<file path="src/hw/rtl/pfi_pkg.sv">
`timescale 1ns / 1ps
package pfi_pkg;

    // Filter geometry
    localparam int RATE           = 6;
    localparam int TOTAL_TAPS     = 48;
    localparam int TAPS_PER_PHASE = TOTAL_TAPS / RATE;
    localparam int SAMPLE_BITS    = 16;
    localparam int COEF_BITS      = 18;
    localparam int PHASE_BITS     = 3;
    localparam int TAP_BITS       = 3;
    localparam int ROM_IDX_BITS   = 6;

    // Datapath widths
    localparam int PROD_BITS   = SAMPLE_BITS + COEF_BITS;
    localparam int ACC_BITS    = PROD_BITS + TAP_BITS + 3;
    localparam int ROUND_SHIFT = COEF_BITS - 2;

    localparam logic signed [ACC_BITS-1:0] ROUND_HALF =
        ACC_BITS'(1) <<< (ROUND_SHIFT - 1);
    localparam logic signed [ACC_BITS-1:0] SAT_MAX =
        (ACC_BITS'(1) <<< (SAMPLE_BITS - 1)) - ACC_BITS'(1);
    localparam logic signed [ACC_BITS-1:0] SAT_MIN =
        -(ACC_BITS'(1) <<< (SAMPLE_BITS - 1));

    localparam logic [PHASE_BITS-1:0] LAST_PHASE = PHASE_BITS'(RATE - 1);
    localparam logic [TAP_BITS-1:0]   LAST_TAP   = TAP_BITS'(TAPS_PER_PHASE - 1);

    // Hamming-windowed sinc, cutoff 3600/48000, gain 6, signed Q2.16
    localparam logic signed [COEF_BITS-1:0] COEF_ROM [TOTAL_TAPS] = '{
        -18'sd425,  -18'sd432,  -18'sd364,  -18'sd166,
         18'sd216,   18'sd786,   18'sd1455,  18'sd2020,
         18'sd2196,  18'sd1690,  18'sd315,  -18'sd1893,
        -18'sd4596, -18'sd7146, -18'sd8664, -18'sd8215,
        -18'sd5029,  18'sd1265,  18'sd10478, 18'sd21800,
         18'sd33888, 18'sd45077, 18'sd53692, 18'sd58378,
         18'sd58378, 18'sd53692, 18'sd45077, 18'sd33888,
         18'sd21800, 18'sd10478, 18'sd1265, -18'sd5029,
        -18'sd8215, -18'sd8664, -18'sd7146, -18'sd4596,
        -18'sd1893,  18'sd315,   18'sd1690,  18'sd2196,
         18'sd2020,  18'sd1455,  18'sd786,   18'sd216,
        -18'sd166,  -18'sd364,  -18'sd432,  -18'sd425
    };

    // Tap for a given branch and sample age (age 0 is the newest sample)
    function automatic logic signed [COEF_BITS-1:0] coef_at(
        input logic [PHASE_BITS-1:0] ph,
        input logic [TAP_BITS-1:0]   age
    );
        logic [ROM_IDX_BITS-1:0] idx;
        idx = ROM_IDX_BITS'(ph) + ROM_IDX_BITS'(RATE) * ROM_IDX_BITS'(age);
        return COEF_ROM[idx];
    endfunction

    // Per-cell shift control
    typedef struct packed {
        logic load;
        logic rotate;
    } cell_ctl_t;

    // Control that travels with each product
    typedef struct packed {
        logic                  valid;
        logic                  first;
        logic                  last;
        logic [PHASE_BITS-1:0] phase;
    } mac_ctl_t;

endpackage

</file>
<file path="src/hw/rtl/pfi_cell.sv">
`timescale 1ns / 1ps
module pfi_cell
    import pfi_pkg::*;
(
    input  logic                          clk,
    input  logic                          rst_n,
    input  cell_ctl_t                     ctl,
    input  logic signed [SAMPLE_BITS-1:0] load_in,
    input  logic signed [SAMPLE_BITS-1:0] rot_in,
    output logic signed [SAMPLE_BITS-1:0] value
);

    logic signed [SAMPLE_BITS-1:0] value_reg;
    logic signed [SAMPLE_BITS-1:0] value_next;

    // Take the newer neighbor on insert, the next cell around the ring on rotate
    always_comb
    begin
        value_next = value_reg;
        if (ctl.load)
        begin
            value_next = load_in;
        end
        else if (ctl.rotate)
        begin
            value_next = rot_in;
        end
    end

    always_ff @(posedge clk or negedge rst_n)
    begin
        if (!rst_n)
        begin
            value_reg <= '0;
        end
        else
        begin
            value_reg <= value_next;
        end
    end

    assign value = value_reg;

endmodule

</file>
<file path="src/hw/rtl/pfi_mac.sv">
`timescale 1ns / 1ps
module pfi_mac
    import pfi_pkg::*;
(
    input  logic                          clk,
    input  logic                          rst_n,
    input  logic                          adv,
    input  mac_ctl_t                      issue,
    input  logic signed [SAMPLE_BITS-1:0] head,
    input  logic signed [COEF_BITS-1:0]   coef,
    output logic                          done,
    output logic [PHASE_BITS-1:0]         done_phase,
    output logic signed [SAMPLE_BITS-1:0] result
);

    logic signed [PROD_BITS-1:0]  prod_reg;
    logic signed [PROD_BITS-1:0]  prod_next;
    mac_ctl_t                     prod_ctl_reg;
    logic signed [ACC_BITS-1:0]   acc_reg;
    logic signed [ACC_BITS-1:0]   acc_next;
    logic                         done_reg;
    logic                         done_next;
    logic [PHASE_BITS-1:0]        done_phase_reg;
    logic signed [ACC_BITS-1:0]   prod_ext;
    logic signed [ACC_BITS-1:0]   rounded;
    logic signed [ACC_BITS-1:0]   shifted;

    // Multiply stage: widen both operands so the full product is kept
    assign prod_next = PROD_BITS'(head) * PROD_BITS'(coef);

    always_ff @(posedge clk or negedge rst_n)
    begin
        if (!rst_n)
        begin
            prod_ctl_reg <= '0;
        end
        else if (adv)
        begin
            prod_ctl_reg <= issue;
        end
    end

    always_ff @(posedge clk)
    begin
        if (adv)
        begin
            prod_reg <= prod_next;
        end
    end

    // Accumulate stage: restart on the first tap, flag the sum on the last
    assign prod_ext  = ACC_BITS'(prod_reg);
    assign acc_next  = prod_ctl_reg.first ? prod_ext : acc_reg + prod_ext;
    assign done_next = prod_ctl_reg.valid && prod_ctl_reg.last;

    always_ff @(posedge clk or negedge rst_n)
    begin
        if (!rst_n)
        begin
            done_reg <= 1'b0;
        end
        else if (adv)
        begin
            done_reg <= done_next;
        end
    end

    always_ff @(posedge clk)
    begin
        if (adv && prod_ctl_reg.valid)
        begin
            acc_reg        <= acc_next;
            done_phase_reg <= prod_ctl_reg.phase;
        end
    end

    // Round half up, then clamp to the sample range
    assign rounded = acc_reg + ROUND_HALF;
    assign shifted = rounded >>> ROUND_SHIFT;

    always_comb
    begin
        if (shifted > SAT_MAX)
        begin
            result = SAT_MAX[SAMPLE_BITS-1:0];
        end
        else if (shifted < SAT_MIN)
        begin
            result = SAT_MIN[SAMPLE_BITS-1:0];
        end
        else
        begin
            result = shifted[SAMPLE_BITS-1:0];
        end
    end

    assign done       = done_reg;
    assign done_phase = done_phase_reg;

`ifndef SYNTHESIS
    a_first_not_last: assert property (@(posedge clk) disable iff (!rst_n)
        prod_ctl_reg.valid && prod_ctl_reg.first |-> !prod_ctl_reg.last)
        else $error("first and last tap flagged on the same product");

    a_done_follows_last: assert property (@(posedge clk) disable iff (!rst_n)
        adv && prod_ctl_reg.valid && prod_ctl_reg.last |=> done)
        else $error("final product did not raise done");

    a_done_holds: assert property (@(posedge clk) disable iff (!rst_n)
        done && !adv |=> done && $stable(result))
        else $error("finished sum changed while held");
`endif

endmodule

</file>
<file path="src/hw/rtl/polyphase_interpolator_x6_top.sv">
`timescale 1ns / 1ps
// Six-times polyphase FIR interpolator. Each transferred sample_in enters an eight-cell
// ring of history registers, then one shared multiply-accumulate unit walks the ring,
// eight products per branch, and hands out six rounded, saturated samples in branch order
// with last set on the sixth. One input takes 48 products (8 taps by 6 branches), one
// product per cycle through the single multiplier while the output is not held, and
// sample_stall stays high until the last product of the sixth branch has issued; the next
// sample can then transfer while that branch is still in the MAC pipeline. Each branch
// passes the product register, then the accumulator, then the output register. A held
// result freezes the sequencer, the ring and the MAC pipeline. History resets to zeros.
module polyphase_interpolator_x6_top
    import pfi_pkg::*;
(
    input  logic                          clk,
    input  logic                          rst_n,
    input  logic                          sample_valid,
    output logic                          sample_stall,
    input  logic signed [SAMPLE_BITS-1:0] sample_in,
    output logic                          result_valid,
    input  logic                          result_stall,
    output logic signed [SAMPLE_BITS-1:0] sample_out,
    output logic [PHASE_BITS-1:0]         phase,
    output logic                          last
);

    logic                          accept;
    logic                          adv;
    logic                          busy_reg;
    logic                          busy_next;
    logic [PHASE_BITS-1:0]         phase_reg;
    logic [PHASE_BITS-1:0]         phase_next;
    logic [TAP_BITS-1:0]           tap_reg;
    logic [TAP_BITS-1:0]           tap_next;
    cell_ctl_t                     cell_ctl;
    logic signed [SAMPLE_BITS-1:0] cell_val [TAPS_PER_PHASE];
    mac_ctl_t                      issue;
    logic                          mac_done;
    logic [PHASE_BITS-1:0]         mac_phase;
    logic signed [SAMPLE_BITS-1:0] mac_result;
    logic                          out_valid_reg;
    logic signed [SAMPLE_BITS-1:0] out_sample_reg;
    logic [PHASE_BITS-1:0]         out_phase_reg;

    assign accept       = sample_valid && !sample_stall;
    assign sample_stall = busy_reg;
    assign adv          = !(out_valid_reg && result_stall);

    // Sequence branch and tap counters over one input
    always_comb
    begin
        busy_next  = busy_reg;
        phase_next = phase_reg;
        tap_next   = tap_reg;
        if (accept)
        begin
            busy_next  = 1'b1;
            phase_next = '0;
            tap_next   = '0;
        end
        else if (busy_reg && adv)
        begin
            tap_next = tap_reg + TAP_BITS'(1);
            if (tap_reg == LAST_TAP)
            begin
                tap_next   = '0;
                phase_next = phase_reg + PHASE_BITS'(1);
                if (phase_reg == LAST_PHASE)
                begin
                    busy_next  = 1'b0;
                    phase_next = '0;
                end
            end
        end
    end

    always_ff @(posedge clk or negedge rst_n)
    begin
        if (!rst_n)
        begin
            busy_reg  <= 1'b0;
            phase_reg <= '0;
            tap_reg   <= '0;
        end
        else
        begin
            busy_reg  <= busy_next;
            phase_reg <= phase_next;
            tap_reg   <= tap_next;
        end
    end

    // History ring: insert at cell 0, rotate toward cell 0 while computing
    assign cell_ctl.load   = accept;
    assign cell_ctl.rotate = busy_reg && adv;

    for (genvar i = 0; i < TAPS_PER_PHASE; i++)
    begin : g_cell
        pfi_cell u_cell (
            .clk     (clk),
            .rst_n   (rst_n),
            .ctl     (cell_ctl),
            .load_in ((i == 0) ? sample_in : cell_val[(i + TAPS_PER_PHASE - 1) % TAPS_PER_PHASE]),
            .rot_in  (cell_val[(i + 1) % TAPS_PER_PHASE]),
            .value   (cell_val[i])
        );
    end

    // Issue one product per cycle while the output is not held; cell 0 holds the sample of age tap_reg
    assign issue.valid = busy_reg;
    assign issue.first = (tap_reg == '0);
    assign issue.last  = (tap_reg == LAST_TAP);
    assign issue.phase = phase_reg;

    pfi_mac u_mac (
        .clk        (clk),
        .rst_n      (rst_n),
        .adv        (adv),
        .issue      (issue),
        .head       (cell_val[0]),
        .coef       (coef_at(phase_reg, tap_reg)),
        .done       (mac_done),
        .done_phase (mac_phase),
        .result     (mac_result)
    );

    // Output register: load a finished branch, drop valid after the transfer
    always_ff @(posedge clk or negedge rst_n)
    begin
        if (!rst_n)
        begin
            out_valid_reg <= 1'b0;
        end
        else if (adv)
        begin
            out_valid_reg <= mac_done;
        end
    end

    always_ff @(posedge clk)
    begin
        if (adv && mac_done)
        begin
            out_sample_reg <= mac_result;
            out_phase_reg  <= mac_phase;
        end
    end

    assign result_valid = out_valid_reg;
    assign sample_out   = out_sample_reg;
    assign phase        = out_phase_reg;
    assign last         = (out_phase_reg == LAST_PHASE);

`ifndef SYNTHESIS
    a_accept_starts: assert property (@(posedge clk) disable iff (!rst_n)
        accept |=> busy_reg && tap_reg == '0 && phase_reg == '0)
        else $error("sequencer did not restart on a sample transfer");

    a_phase_range: assert property (@(posedge clk) disable iff (!rst_n)
        busy_reg |-> phase_reg <= LAST_PHASE)
        else $error("branch counter out of range");

    a_freeze_holds: assert property (@(posedge clk) disable iff (!rst_n)
        busy_reg && !adv |=> $stable(tap_reg) && $stable(phase_reg) && busy_reg)
        else $error("sequencer advanced while the output was held");
`endif

endmodule

</file>
<file path="config.mk">
export PLATFORM = sky130hd
export DESIGN_NAME = polyphase_interpolator_x6_top
export DESIGN_NICKNAME = d
export VERILOG_FILES = /design/src/hw/rtl/pfi_pkg.sv /design/src/hw/rtl/pfi_cell.sv /design/src/hw/rtl/pfi_mac.sv /design/src/hw/rtl/polyphase_interpolator_x6_top.sv
export SDC_FILE = /design/constraint.sdc
export NUM_CORES = 1
export LEC_CHECK = 0
export BUFFER_PORTS_ARGS = -buffer_cell sky130_fd_sc_hd__buf_2
export CAP_MARGIN = 40
export CORE_ASPECT_RATIO = 1.1
export CORE_MARGIN = 8
export CORE_UTILIZATION = 57
export DETAILED_ROUTE_END_ITERATION = 12
export PLACE_DENSITY = 0.73
export SETUP_SLACK_MARGIN = 0.3
export SYNTH_ARGS = -nofsm -noshare
export SYNTH_HDL_FRONTEND = slang
export SYNTH_SLANG_ARGS = --single-unit
</file>
<file path="constraint.sdc">
create_clock -name clk -period 12.4 [get_ports clk]
set_input_delay 0.62 -clock clk [delete_from_list [all_inputs] [get_ports clk]]
set_output_delay 0.62 -clock clk [all_outputs]
set_load 0.02 [all_outputs]
</file>
Word-level counts from Yosys, hierarchy flattened
Memories as Yosys holds them, arrays and structs flattened.
Index checks and enable logic that the tools add are counted.
{"block": "word_totals", "in_bits": 20, "register_bits": 239, "memories": 1, "mem_bits_ro": 1152, "output_inout_bits": 22, "wordCells": 82}
{"block": "op_classes", "addsub": 5, "multipliers": 2, "bitwise": 1, "reduce_logical": 14, "n_mux": 31, "n_lt_le_gt_ge": 3, "n_eq_ne": 3}
{"name": "(no name shown)", "words": 64, "width": 18, "read_ports": 1, "rd_ports_with_merged_regs": 0, "write_ports": 0, "line": "pfi_pkg.sv:52", "text": "return COEF_ROM[idx];"}
{"op": "16-bit 2-to-1 mux", "count": 17}
{"op": "40-bit by 17-bit adder with 40-bit output (second input constant)", "count": 1}
{"op": "40-bit by 34-bit adder with 40-bit output", "count": 1}
{"op": "40-bit 2-to-1 mux", "count": 1}
{"op": "18-bit 2-to-1 mux", "count": 2}
{"op": "16-bit by 18-bit multiplier with 34-bit output", "count": 1}
{"op": "24-bit by 16-bit > comparator with 1-bit output (second input constant)", "count": 1}
{"op": "24-bit by 16-bit < comparator with 1-bit output (second input constant)", "count": 1}
{"op": "3-bit 2-to-1 mux", "count": 7}
{"op": "3-bit == test (second input constant)", "count": 3}
{"op": "7-bit greater-or-equal comparator (second input constant)", "count": 1}
{"op": "6-bit NOT with 7-bit output", "count": 1}
{"op": "3-bit by 1-bit adder with 3-bit output (second input constant)", "count": 2}
{"op": "3-bit by 6-bit adder with 6-bit output", "count": 1}
{"op": "1-bit logical AND", "count": 6}
{"op": "2-bit nonzero test", "count": 3}
{"op": "2-bit by 3-bit multiplier with 5-bit output (first input constant)", "count": 1}
{"op": "1-bit 2-to-1 mux", "count": 4}
{"op": "3-bit logical NOT", "count": 1}
{"op": "3-bit AND reduction", "count": 1}
{"op": "1-bit logical NOT", "count": 2}
{"op": "2-bit AND reduction", "count": 1}

Depth between registers and ports, before layout
Gate-level depths: netlist (run 1).
{"block": "logic_depth", "depth_word": 7, "depth_mapped": 36, "mapped_depth_nobuf": 34}

By module
A second synthesis (run 1) with hierarchy kept.
{"block": "unflattened", "cells_unflattened": 2607, "hier_area_um2": 24806.3}
{"module": "pfi_mac", "area_each_um2": 16383.2, "n_inst": 1, "cells_per_inst": 1767}
{"module": "pfi_cell", "area_each_um2": 744.5, "n_inst": 8, "cells_per_inst": 69}
{"module": "polyphase_interpolator_x6_top", "area_each_um2": 2467.4, "n_inst": 1, "cells_per_inst": 288}

Worst setup path before layout (run 1)
Ideal clock, no wire load.
{"block": "synth_path", "kind": "reg-to-reg", "start": "register tap_reg[1]", "end": "register u_mac.prod_reg[33], data pin", "synth_period_minus_slack_ns": 8.375, "setup_time_ns": 0.174, "path_slack_ns": 4.025, "n_path_buf": 4, "path_stages_with_launch": 29, "arrival_time_ns": 8.201, "cell_sequence": "dfrtp_1 inv_1 ha_1 inv_1 fa_1 clkbuf_1 clkbuf_1 buf_2 o21ai_0 a221oi_1 clkbuf_1 nand2_1 fa_1 inv_1 fa_1 fa_1 fa_1 fa_1 inv_1 fa_1 inv_1 ha_1 a21o_1 a21o_1 a21o_1 nor3_1 a211o_1 nand2_1 a311oi_1"}
{"block": "synth_between", "elab_chain_len": 7}
{"item": "from (decl)", "line": "polyphase_interpolator_x6_top.sv:32", "text": "logic [TAP_BITS-1:0] tap_reg;"}
{"item": "from (signal assigned)", "line": "polyphase_interpolator_x6_top.sv:88", "text": "tap_reg <= tap_next;"}
{"item": "2-bit by 3-bit multiplier with 5-bit output", "line": "pfi_pkg.sv:51", "text": "idx = ROM_IDX_BITS'(ph) + ROM_IDX_BITS'(RATE) * ROM_IDX_BITS'(age);"}
{"item": "3-bit by 6-bit adder with 6-bit output", "line": "pfi_pkg.sv:51"}
{"item": "6-bit NOT with 7-bit output (not written as such)", "line": "pfi_pkg.sv:52"}
{"item": "memory 64 x 18 bit"}
{"item": "18-bit 2-to-1 mux (not written as such) (2 in a row)", "line": "pfi_pkg.sv:52"}
{"item": "16-bit by 18-bit multiplier with 34-bit output", "line": "pfi_mac.sv:29", "text": "assign prod_next = PROD_BITS'(head) * PROD_BITS'(coef);"}
{"item": "via u_mac.prod_next[33]", "line": "pfi_mac.sv:17", "text": "logic signed [PROD_BITS-1:0] prod_next;"}
{"item": "to (signal assigned)", "line": "pfi_mac.sv:47", "text": "prod_reg <= prod_next;"}
{"item": "to (decl)", "line": "pfi_mac.sv:16", "text": "logic signed [PROD_BITS-1:0] prod_reg;"}
The timed path passes the listed nets, and every way through them passes these cells. The select of a mux whose other input is x is not followed.
A chain may end at the register's enable or synchronous reset.

Worst setup path in the final report (run 1)
{"block": "layout_path", "start": "register tap_reg[1]", "end": "register u_mac.prod_reg[30], data pin"}
Same word-level chain as after synthesis.

==> results.md, run 1 <==
- Number of failing hold endpoints at the final stage: 0
- Total of buffers placed on input and output ports: 41
- Placer Congestion: 0.8858
- Syn-to-layout area delta: 6.588%
- Number of warnings printed during yosys synthesis: 0
- Initial antenna violation count: 0
- Slew margin rel.: 35.76%
- Post-synthesis cell count: 2,636
- Count of flip-flops with a built-in enable after synthesis: 96
- Library cell with the largest summed area after synthesis: sky130_fd_sc_hd__fa_1
- Mean Syn Cell Area: 9.351 um2
- Asr flop ratio synth: 59.83%
- Multi-input logic area: 16,270 um2
- Number of cells upsized or downsized after cts: 0
- Number of H-tree branching levels: 1
- Net count after synthesis: 3,080
- Flops & latches, synth: 239
- Sum of buffers and inverters on the critical path: 8
- Final critical-path share of the clock period: 73.46%
- Count of hold-fix buffers inserted at cts: 0
- RR Endpoint: u_mac.prod_reg[30]
- Clock transition at the register clock pins on the worst setup and hold paths after CTS: 0.06 ns
- Via count of the first global-routing pass: 19,100
- Most Used Layer, Global Route: met2
- Worst clock skew: 0.01084 ns
- Setup repair after global routing missed its margin: no
- Crit path to: u_mac.prod_reg[30]
- Row Count: 80
- Crit-path max cell delay: 0.54 ns
- Clock tree from TritonCTS: done
- Sinks on Clock Net: 239
- Remaining global-route overflow: 0
- Max FO, Critical Path: 61
- Floorplan die width: 214.3 um
- Critical Path Slowest Stage Cell: sky130_fd_sc_hd__fa_1
- Fraction of post-synthesis cell area in the top cell type by area: 23.06%
- CP Data Required Time: 12.70 ns
- Filler Cell Count: 3,605
- Overall fraction of global-route tracks in use: 21.88%
- Setup slack at placement: 3.332 ns
- Number of setup buffers added after CTS: 0
- Fmax achieved: 0.1098 GHz
- Via-to-Cell Ratio: 5.647
- Startpoint Class: register
- Largest register FFs: 128
- Area of the die: 50,160 um2
- Ports placed on the boundary: 42
- Most common cell in the synthesized netlist: sky130_fd_sc_hd__inv_1
- Total of max-cap violations: 0
- Share of layout cells above drive strength 1: 5.947%
- Class of the most critical hold timing path: in2async
- Placed instance count: 3,147
- Clk_lat worst skew: 0.56 ns
- Minimum setup slack among reg-to-reg paths: 3.29 ns
- Longest Clk Path Bufs: 3
- GR Util met3: 2.799%
- Reg2reg start: tap_reg[1]
- Final-report setup violation count: 0
- Count of cell instances traversed by the critical path: 33
- Setup TNS after final layout: 0 ns
- Post-synthesis cell type count: 74
- Final cell count without fillers: 3,197
- Leading post-synthesis cells by instance count: sky130_fd_sc_hd__inv_1, sky130_fd_sc_hd__nand2_1, sky130_fd_sc_hd__fa_1, sky130_fd_sc_hd__o21ai_0, sky130_fd_sc_hd__and2_1
- Critical path arrival: 9.41 ns
- Initial standard-cell utilization of the core: 57.27%
- Final setup slack of the worst path: 3.291 ns
- Initial drt markers: 990
- Startpoint of the most critical setup path: tap_reg[1]
- Fin. max-slew vios: 0
- Met2 Track Usage GR: 39.69%
- Clock tree root buffer cell: sky130_fd_sc_hd__clkbuf_16
- Cell family with the largest share of critical-path delay: adder cells
- DR DRC count: 0
- Remaining number of nets flagged by the antenna check after routing: 0
- DR pass1 iterations: 6
- Summed instance area of the synthesized netlist: 24,650 um2
- Top_reg_cell synth: sky130_fd_sc_hd__dfrtp_1
- Final critical delay including setup and external delays: 9.109 ns
- Pin count of the biggest net entering global routing: 121
- N_diodes: 0
- Depth of the most critical reg-to-reg path: 33
- FF/Latch Area: 6461 um2
- Core footprint: 43,040 um2
- Met1 Usage GRT: 26.81%
- Sequential-to-total area share from yosys stat: 26.21%
- Tightest Pin Transition: 0.9606 ns
- Worst setup EP type: register
- Category of the critical setup timing path: reg2reg
- Leading cell types by total area after synthesis: sky130_fd_sc_hd__fa_1, sky130_fd_sc_hd__dfrtp_1, sky130_fd_sc_hd__edfxtp_1
- Vias: 18,050
- First-pass GRT wire length: 92,040 um
- Detailed-route wire length per cell: 16.82 um
- Net count, final: 3,046
- Total CTS buffers: 27
- Final wirelength: 53,760 um
- Detailed placer's ending HPWL: 40,850 um
- Outcome: complete, no violations
- Die extent in y: 234.1 um
==> stage by stage <==
stage,util (%),instance area [um2],hold slack (ns)
final,61.04,26270,0.07280
after global routing,61.04,26270,0.1204
after floorplan,-,24650,0.3244
after detailed placement,59.00,25390,0.4153
after global placement,58.81,25310,0.4070
after CTS,61.04,26270,0.08491
==> per-layer routing <==
layer | vias up | part of all wire, % | wire length, um
met2 | 436 | 51 | 27150
met3 | 117 | 4.7 | 2526
li1 | 8571 | - | -
met1 | 8928 | 42 | 22520
met5 | - | 0 | 0
met4 | 0 | 2.9 | 1565
==> cells by family after synthesis <==
family          synth area share [%]
compound gates                 12.39
xor+xnor                       3.406
fa+ha+maj                      30.17
buf+inv                        8.000
flops                          26.21
mux                            5.599
simple gates                   14.22
==> worst min-delay path by stage <==
stage | start | to | slack (ns) | depth (start not counted)
floorplan | rst_n | g_cell[0].u_cell.value[0] | 0.32 | 0
global placement | u_mac.done_phase[0] | phase[0] | 0.41 | 0
detailed placement | u_mac.done_phase[0] | phase[0] | 0.42 | 0
CTS | rst_n | tap_reg[1] | 0.08 | 1
global route | rst_n | sample_stall | 0.12 | 1
finish | rst_n | tap_reg[1] | 0.07 | 1
==> placed cells by master, fill, tap and decap left out, types with 23 or more instances in the layout <==
cell	synthesis	final
sky130_fd_sc_hd__edfxtp_1	96	96
sky130_fd_sc_hd__buf_4	2	31
sky130_fd_sc_hd__nand2b_1	23	23
sky130_fd_sc_hd__ha_1	140	140
sky130_fd_sc_hd__inv_1	381	381
sky130_fd_sc_hd__a21o_1	48	48
sky130_fd_sc_hd__and2_1	145	143
sky130_fd_sc_hd__xnor2_1	52	51
sky130_fd_sc_hd__nor2b_1	26	25
sky130_fd_sc_hd__clkbuf_16	0	28
sky130_fd_sc_hd__nor2_1	96	96
sky130_fd_sc_hd__o21ai_0	221	221
sky130_fd_sc_hd__dfrtp_1	143	143
sky130_fd_sc_hd__mux2i_1	130	130
sky130_fd_sc_hd__a21oi_1	91	91
sky130_fd_sc_hd__buf_2	13	40
sky130_fd_sc_hd__nand2_1	314	312
sky130_fd_sc_hd__fa_1	284	283
sky130_fd_sc_hd__nor3_1	29	29
sky130_fd_sc_hd__nand3_1	33	33
sky130_fd_sc_hd__xor2_1	42	40
==> area by class of cell <==
type	instances	share of cell area [%]
Inverter	381	5.443
Clock buffer	44	3.200
Multi-Input combinational cell	1878	61.94
Tap cell	574	2.733
Clock inverter	6	0.1476
Sequential cell	239	24.59
Timing Repair Buffer	75	1.943
Power of run 1 is not shown: default switching activity piles up to over one toggle a cycle in this logic, so the estimate is an artifact.
==> run 2: changes to the inputs <==
--- a/config.mk
+++ b/config.mk
@@ -11,7 +11,7 @@
 export CORE_MARGIN = 8
 export CORE_UTILIZATION = 57
 export DETAILED_ROUTE_END_ITERATION = 12
-export PLACE_DENSITY = 0.73
+export PLACE_DENSITY = 0.76
 export SETUP_SLACK_MARGIN = 0.3
 export SYNTH_ARGS = -nofsm -noshare
 export SYNTH_HDL_FRONTEND = slang
==> constraint.sdc (replaced) <==
create_clock -name clk -period 7.9 [get_ports clk]
set_input_delay 0.395 -clock clk [delete_from_list [all_inputs] [get_ports clk]]
set_output_delay 0.395 -clock clk [all_outputs]
set_load 0.02 [all_outputs]
==> run 2 against run 1 <==
Net effect: the flow now finishes with violations (negative setup slack); final area increased by 12%; die area unchanged; final cell count increased by 7.8%; critical path depth decreased by 4; maximum frequency increased by 11%; wire length increased by 7.9%; first-iteration DRC count increased by 2.8%.
==> results.md, run 2 (synthesis gave the netlist of run 1 again) <==
- Crit-path max cell delay: 0.72 ns (was 0.54 ns)
- Setup slack at placement: -0.5909 ns (was 3.332 ns)
- Final wirelength: 58,020 um (was 53,760 um)
- Remaining number of nets flagged by the antenna check after routing: 0 (unchanged)
- Pin count of the biggest net entering global routing: 263 (was 121)
- Fin. max-slew vios: 0 (unchanged)
- Area of the die: 50,160 um2 (unchanged)
- Detailed placer's ending HPWL: 44,160 um (was 40,850 um)
- Die extent in y: 234.1 um (unchanged)
- Final critical delay including setup and external delays: 8.222 ns (was 9.109 ns)
- Core footprint: 43,040 um2 (unchanged)
- Number of H-tree branching levels: 1 (unchanged)
- Tightest Pin Transition: 0.9500 ns (was 0.9606 ns)
- Syn-to-layout area delta: 18.99% (was 6.588%)
- Class of the most critical hold timing path: in2reg (was in2async)
- Filler Cell Count: 3,260 (was 3,605)
- Ports placed on the boundary: 42 (unchanged)
- Clock tree root buffer cell: sky130_fd_sc_hd__clkbuf_16 (unchanged)
- Final critical-path share of the clock period: 104.1% (was 73.46%)
- Critical path arrival: 8.62 ns (was 9.41 ns)
- Vias: 19,080 (was 18,050)
- Top library cells by usage in the layout, fill and taps aside: sky130_fd_sc_hd__inv_1, sky130_fd_sc_hd__nand2_1, sky130_fd_sc_hd__fa_1, sky130_fd_sc_hd__buf_4, sky130_fd_sc_hd__o21ai_0 (was sky130_fd_sc_hd__inv_1, sky130_fd_sc_hd__nand2_1, sky130_fd_sc_hd__fa_1, sky130_fd_sc_hd__o21ai_0)
- Worst setup EP type: register (unchanged)
- Remaining global-route overflow: 0 (unchanged)
- Total of max-cap violations: 0 (unchanged)
- Clk_lat worst skew: 0.58 ns (was 0.56 ns)
- Number of failing hold endpoints at the final stage: 0 (unchanged)
- Overall fraction of global-route tracks in use: 23.35% (was 21.88%)
- Worst clock skew: 0.01883 ns (was 0.01084 ns)
- Floorplan die width: 214.3 um (unchanged)
- Placer Congestion: 0.9038 (was 0.8858)
- Clock tree from TritonCTS: done (unchanged)
- Final-report setup violation count: 12 (was 0)
- Top cell by count, worst path: sky130_fd_sc_hd__fa_1
- CP Data Required Time: 8.30 ns (was 12.70 ns)
- Share of layout cells above drive strength 1: 20.10% (was 5.947%)
- Final setup slack of the worst path: -0.3221 ns (was 3.291 ns)
- Critical Path Slowest Stage Cell: sky130_fd_sc_hd__fa_2 (was sky130_fd_sc_hd__fa_1)
- Via count of the first global-routing pass: 20,660 (was 19,100)
- Setup repair after global routing missed its margin: yes (was no)
- Max FO, Critical Path: 7 (was 61)
- Sinks on Clock Net: 239 (unchanged)
- Longest Clk Path Bufs: 3 (unchanged)
- Most common cell after layout, fill and taps aside: sky130_fd_sc_hd__inv_1 (unchanged)
- Initial antenna violation count: 0 (unchanged)
- DR pass1 iterations: 5 (was 6)
- First-pass GRT wire length: 98,590 um (was 92,040 um)
- N_diodes: 0 (unchanged)
- Initial drt markers: 1,018 (was 990)
- Startpoint Class: register (unchanged)
- Total of buffers placed on input and output ports: 41 (unchanged)
- Outcome: finished, violations left (was complete, no violations)
- Slew margin rel.: 36.67% (was 35.76%)
- DR DRC count: 0 (unchanged)
- Fmax achieved: 0.1216 GHz (was 0.1098 GHz)
- Final cell count without fillers: 3,445 (was 3,197)
- Clock transition at the register clock pins on the worst setup and hold paths after CTS: 0.06 ns (about the same)
- Initial standard-cell utilization of the core: 57.27% (unchanged)
- Category of the critical setup timing path: reg2reg (unchanged)
- Detailed-route wire length per cell: 16.84 um (was 16.82 um)
- Setup TNS after final layout: -2.358 ns (was 0 ns)
- Worst hold margin: 0.03304 ns (was 0.07280 ns)
- Row Count: 80 (unchanged)
- Net count, final: 3,294 (was 3,046)
- Via-to-Cell Ratio: 5.539 (was 5.647)
- Failing checks: negative setup slack
- Placed instance count: 3,328 (was 3,147)
- Total CTS buffers: 27 (unchanged)
- Largest register FFs: 128 (unchanged)
[run 2: critical path: cells and delay by family (launching register included)]
| family | cells | cell delay (ns) |
|---|---|---|
| adders and majority gates | 9 | 4.48 |
| AOI/OAI and AO/OA | 6 | 1.55 |
| buffers and inverters | 10 | 1.10 |
| DFF | 1 | 0.39 |
| and+or+nand+nor | 3 | 0.32 |
| xor gates and xnor gates | 1 | 0.18 |
[run 2: layout make-up]
class / instances / area, um2 / area share (%)
Clock inverter: 12 / 92.59 / 0.3157
Multi-Input combinational cell: 1878 / 17200 / 58.64
Inverter: 381 / 1433 / 4.884
Clock buffer: 38 / 810.8 / 2.764
Tap cell: 574 / 718.2 / 2.449
Timing Repair Buffer: 323 / 2615 / 8.916
Sequential cell: 239 / 6461 / 22.03
[run 2: per-layer routing]
layer	global-route usage, %	part of all wire, %	vias to the layer above	wire length (um)
met5	0	0	-	0
met4	8.165	3.1	0	1784
met3	2.709	3.8	128	2203
met2	43.24	51	430	29670
met1	27.97	42	9454	24350
li1	-	-	9069	-
[run 2: final timing paths]
check                                    start                         end  slack [ns]  depth (start not counted)
hold reg to reg            u_mac.done_phase[2]                    phase[2]        0.42                          0
setup reg to reg                    tap_reg[1]          u_mac.prod_reg[33]       -0.32                         29
max in group asynchronous                rst_n       u_mac.prod_ctl_reg[4]        6.15                          3
min in group asynchronous                rst_n  g_cell[2].u_cell.value[12]        0.42                          2
hold / removal                    sample_in[1]   g_cell[0].u_cell.value[1]        0.03                          3
setup / recovery                    tap_reg[1]          u_mac.prod_reg[33]       -0.32                         29
[run 2: repair_timing]
item	4_1_cts	5_1_grt
pin swaps	114	42
gates resized for setup	188	36
setup buffers	48	13
hold buffers	3	0
hold endpoints to repair	81	0
cloned	2	1
setup endpoints to repair	22	23
[run 2: stage by stage]
stage	utilization (%)	instance area [um2]
3_5_place_dp	62.94	27090
2_1_floorplan	-	25120
3_3_place_gp	62.75	27010
5_1_grt	68.15	29330
6_report	68.15	29330
4_1_cts	67.65	29120
Power of run 2 is left out for the same reason.
==> run 3: changes to the inputs <==
--- a/config.mk
+++ b/config.mk
@@ -11,7 +11,7 @@
 export CORE_MARGIN = 8
 export CORE_UTILIZATION = 57
 export DETAILED_ROUTE_END_ITERATION = 12
-export PLACE_DENSITY = 0.76
+export PLACE_DENSITY = 0.73
 export SETUP_SLACK_MARGIN = 0.3
 export SYNTH_ARGS = -nofsm -noshare
 export SYNTH_HDL_FRONTEND = slang
==> constraint.sdc (replaced) <==
create_clock -name clk -period 9.8 [get_ports clk]
set_input_delay 0.98 -clock clk [delete_from_list [all_inputs] [get_ports clk]]
set_output_delay 0.98 -clock clk [all_outputs]
set_load 0.02 [all_outputs]
==> run 3 against run 2 <==
Net effect: critical path depth rose by 1; global-route usage is 1.9 points lower; largest cell class unchanged; hold slack gained 0.39 ns; the flow now finishes without violations; final area fell by 10%; register-to-register slack gained 1.3 ns; critical path type unchanged; sequential share of layout area is 2.5 points higher; die area unchanged; final cell count decreased by 7.1%.
==> results.md, run 3 (synthesis gave the netlist of run 1 again) <==
- Cell area reported after detailed placement: 25,440 um2 (was 27,090 um2)
- Clock tree root buffer cell: sky130_fd_sc_hd__clkbuf_16 (unchanged)
- N_diodes: 0 (unchanged)
- DR DRC count: 0 (unchanged)
- Via count of the first global-routing pass: 19,060 (was 20,660)
- Critical path arrival: 9.12 ns (was 8.62 ns)
- Detailed placer's ending HPWL: 40,300 um (was 44,160 um)
- Via-to-Cell Ratio: 5.591 (was 5.539)
- Net count, final: 3,051 (was 3,294)
- Total of buffers placed on input and output ports: 41 (unchanged)
- Final-report setup violation count: 0 (was 12)
- Clock tree from TritonCTS: done (unchanged)
- First-pass GRT wire length: 90,840 um (was 98,590 um)
- Initial standard-cell utilization of the core: 57.27% (unchanged)
- Sinks on Clock Net: 239 (unchanged)
- Ports placed on the boundary: 42 (unchanged)
- Remaining global-route overflow: 0 (unchanged)
- Category of the critical setup timing path: reg2reg (unchanged)
- Share of layout cells above drive strength 1: 6.243% (was 20.10%)
- Largest register FFs: 128 (unchanged)
- Clock transition at the register clock pins on the worst setup and hold paths after CTS: 0.06 ns (about the same)
- Clk_lat worst skew: 0.56 ns (was 0.58 ns)
- Fin. max-slew vios: 0 (unchanged)
- Syn-to-layout area delta: 7.005% (was 18.99%)
- Setup TNS after final layout: 0 ns (was -2.358 ns)
- Area of the die: 50,160 um2 (unchanged)
- Startpoint Class: register (unchanged)
- Initial antenna violation count: 0 (unchanged)
- Die extent in y: 234.1 um (unchanged)
- Top library cells by usage in the layout, fill and taps aside: sky130_fd_sc_hd__inv_1, sky130_fd_sc_hd__nand2_1, sky130_fd_sc_hd__fa_1, sky130_fd_sc_hd__o21ai_0 (was sky130_fd_sc_hd__inv_1, sky130_fd_sc_hd__nand2_1, sky130_fd_sc_hd__fa_1, sky130_fd_sc_hd__buf_4, sky130_fd_sc_hd__o21ai_0)
- Row Count: 80 (unchanged)
- Overall fraction of global-route tracks in use: 21.48% (was 23.35%)
- Crit-path max cell delay: 0.66 ns (was 0.72 ns)
- Floorplan die width: 214.3 um (unchanged)
- Setup slack at placement: 0.9273 ns (was -0.5909 ns)
- DR pass1 iterations: 6 (was 5)
- Count of hold-fix buffers inserted at cts: 0 (was 3)
- Top cell by count, worst path: sky130_fd_sc_hd__fa_1 (unchanged)
- Class of the most critical hold timing path: reg2reg (was in2reg)
- Filler Cell Count: 3,610 (was 3,260)
- Number of failing hold endpoints at the final stage: 0 (unchanged)
- Remaining number of nets flagged by the antenna check after routing: 0 (unchanged)
- Total CTS buffers: 27 (unchanged)
- Slew margin rel.: 41.13% (was 36.67%)
- Tightest Pin Transition: 0.8830 ns (was 0.9500 ns)
- Setup repair after global routing missed its margin: no (was yes)
- Worst setup EP type: register (unchanged)
- CP Data Required Time: 10.11 ns (was 8.30 ns)
- Worst clock skew: 0.008098 ns (was 0.01883 ns)
- Core footprint: 43,040 um2 (unchanged)
- Initial drt markers: 996 (was 1,018)
- Max FO, Critical Path: 39 (was 7)
- Most common cell after layout, fill and taps aside: sky130_fd_sc_hd__inv_1 (unchanged)
- Longest Clk Path Bufs: 3 (unchanged)
- Final wirelength: 52,350 um (was 58,020 um)
- Vias: 17,900 (was 19,080)
- Outcome: complete, no violations (was finished, violations left)
- Non-Filler Cell Area, Final: 26,380 um2 (was 29,330 um2)
- Number of H-tree branching levels: 1 (unchanged)
- Pin count of the biggest net entering global routing: 118 (was 263)
- Total of max-cap violations: 0 (unchanged)
- Fmax achieved: 0.1134 GHz (was 0.1216 GHz)
- Final setup slack of the worst path: 0.9835 ns (was -0.3221 ns)
- Critical Path Slowest Stage Cell: sky130_fd_sc_hd__fa_1 (was sky130_fd_sc_hd__fa_2)
- Detailed-route wire length per cell: 16.35 um (was 16.84 um)
- Placer Congestion: 0.9031 (was 0.9038)
- Final critical-path share of the clock period: 89.96% (was 104.1%)
- Final critical delay including setup and external delays: 8.816 ns (was 8.222 ns)
run 3: cell count changes in the layout (fill, tap and decap cells not counted), moves of 17 or more:
cell                      delta
sky130_fd_sc_hd__buf_6      -43
sky130_fd_sc_hd__o21ai_0    +19
sky130_fd_sc_hd__a21oi_1    +22
sky130_fd_sc_hd__inv_1      +27
sky130_fd_sc_hd__inv_2      -26
sky130_fd_sc_hd__nand2_1    +17
sky130_fd_sc_hd__ha_4       -18
sky130_fd_sc_hd__buf_4     -190
sky130_fd_sc_hd__ha_1       +20
sky130_fd_sc_hd__a21oi_2    -20
run 3: path summary, 6_finish.rpt:
| check | slack (ns) | startpoint | cells past startpoint | endpoint |
|---|---|---|---|---|
| max | 0.98 | tap_reg[0] | 30 | u_mac.prod_reg[30] |
| min | 0.42 | u_mac.done_phase[2] | 0 | phase[2] |
| max reg2reg | 0.98 | tap_reg[0] | 30 | u_mac.prod_reg[30] |
| min reg2reg | 0.42 | u_mac.done_phase[2] | 0 | phase[2] |
| max in group asynchronous | 8.29 | rst_n | 3 | g_cell[5].u_cell.value[8] |
| min in group asynchronous | 0.44 | rst_n | 1 | g_cell[6].u_cell.value[3] |
run 3: area by class of cell:
| class | count | area (um2) | share of cell area (%) |
|---|---|---|---|
| inverter | 381 | 1430 | 5.422 |
| clock buffer | 37 | 810.8 | 3.074 |
| sequential | 239 | 6461 | 24.50 |
| clock inverter | 12 | 103.9 | 0.3937 |
| tap | 574 | 718.2 | 2.723 |
| timing repair buffer | 80 | 576.8 | 2.187 |
| multi-input combinational | 1878 | 16280 | 61.70 |
run 3: critical path, delay by kind of cell (launching register included):
kind                     cells  cell delay (ns)
AO/OA/AOI/OAI               11             2.49
XOR/XNOR                     2             0.32
adder cells (fa/ha/maj)      9             4.16
buffers and inverters        6             0.61
flip-flops                   1             0.42
AND/OR/NAND/NOR              2             0.56
run 3: what timing repair did:
action | CTS | global route
setup endpoints to repair | 0 | 3
setup buffers | 0 | 0
gates resized for setup | 0 | 4
run 3: routing by layer:
| metal | share of wire, % | wire (um) | GRT usage (%) | up-vias |
|---|---|---|---|---|
| li1 | - | - | - | 8589 |
| met1 | 43 | 22380 | 27.06 | 8770 |
| met2 | 49 | 25810 | 37.96 | 422 |
| met3 | 4.7 | 2477 | 2.567 | 116 |
| met4 | 3.2 | 1681 | 7.887 | 0 |
| met5 | 0 | 0 | 0 | - |
run 3: metrics by stage:
stage          hold WS (ns)  utilization, %  cells
2_1_floorplan        0.4003               -   2636
3_3_place_gp         0.4052           58.90   3148
3_5_place_dp         0.4075           59.11   3152
4_1_cts              0.4218           61.23   3201
5_1_grt              0.4301           61.28   3201
6_report             0.4193           61.28   3201
Power of run 3 is left out for the same reason.
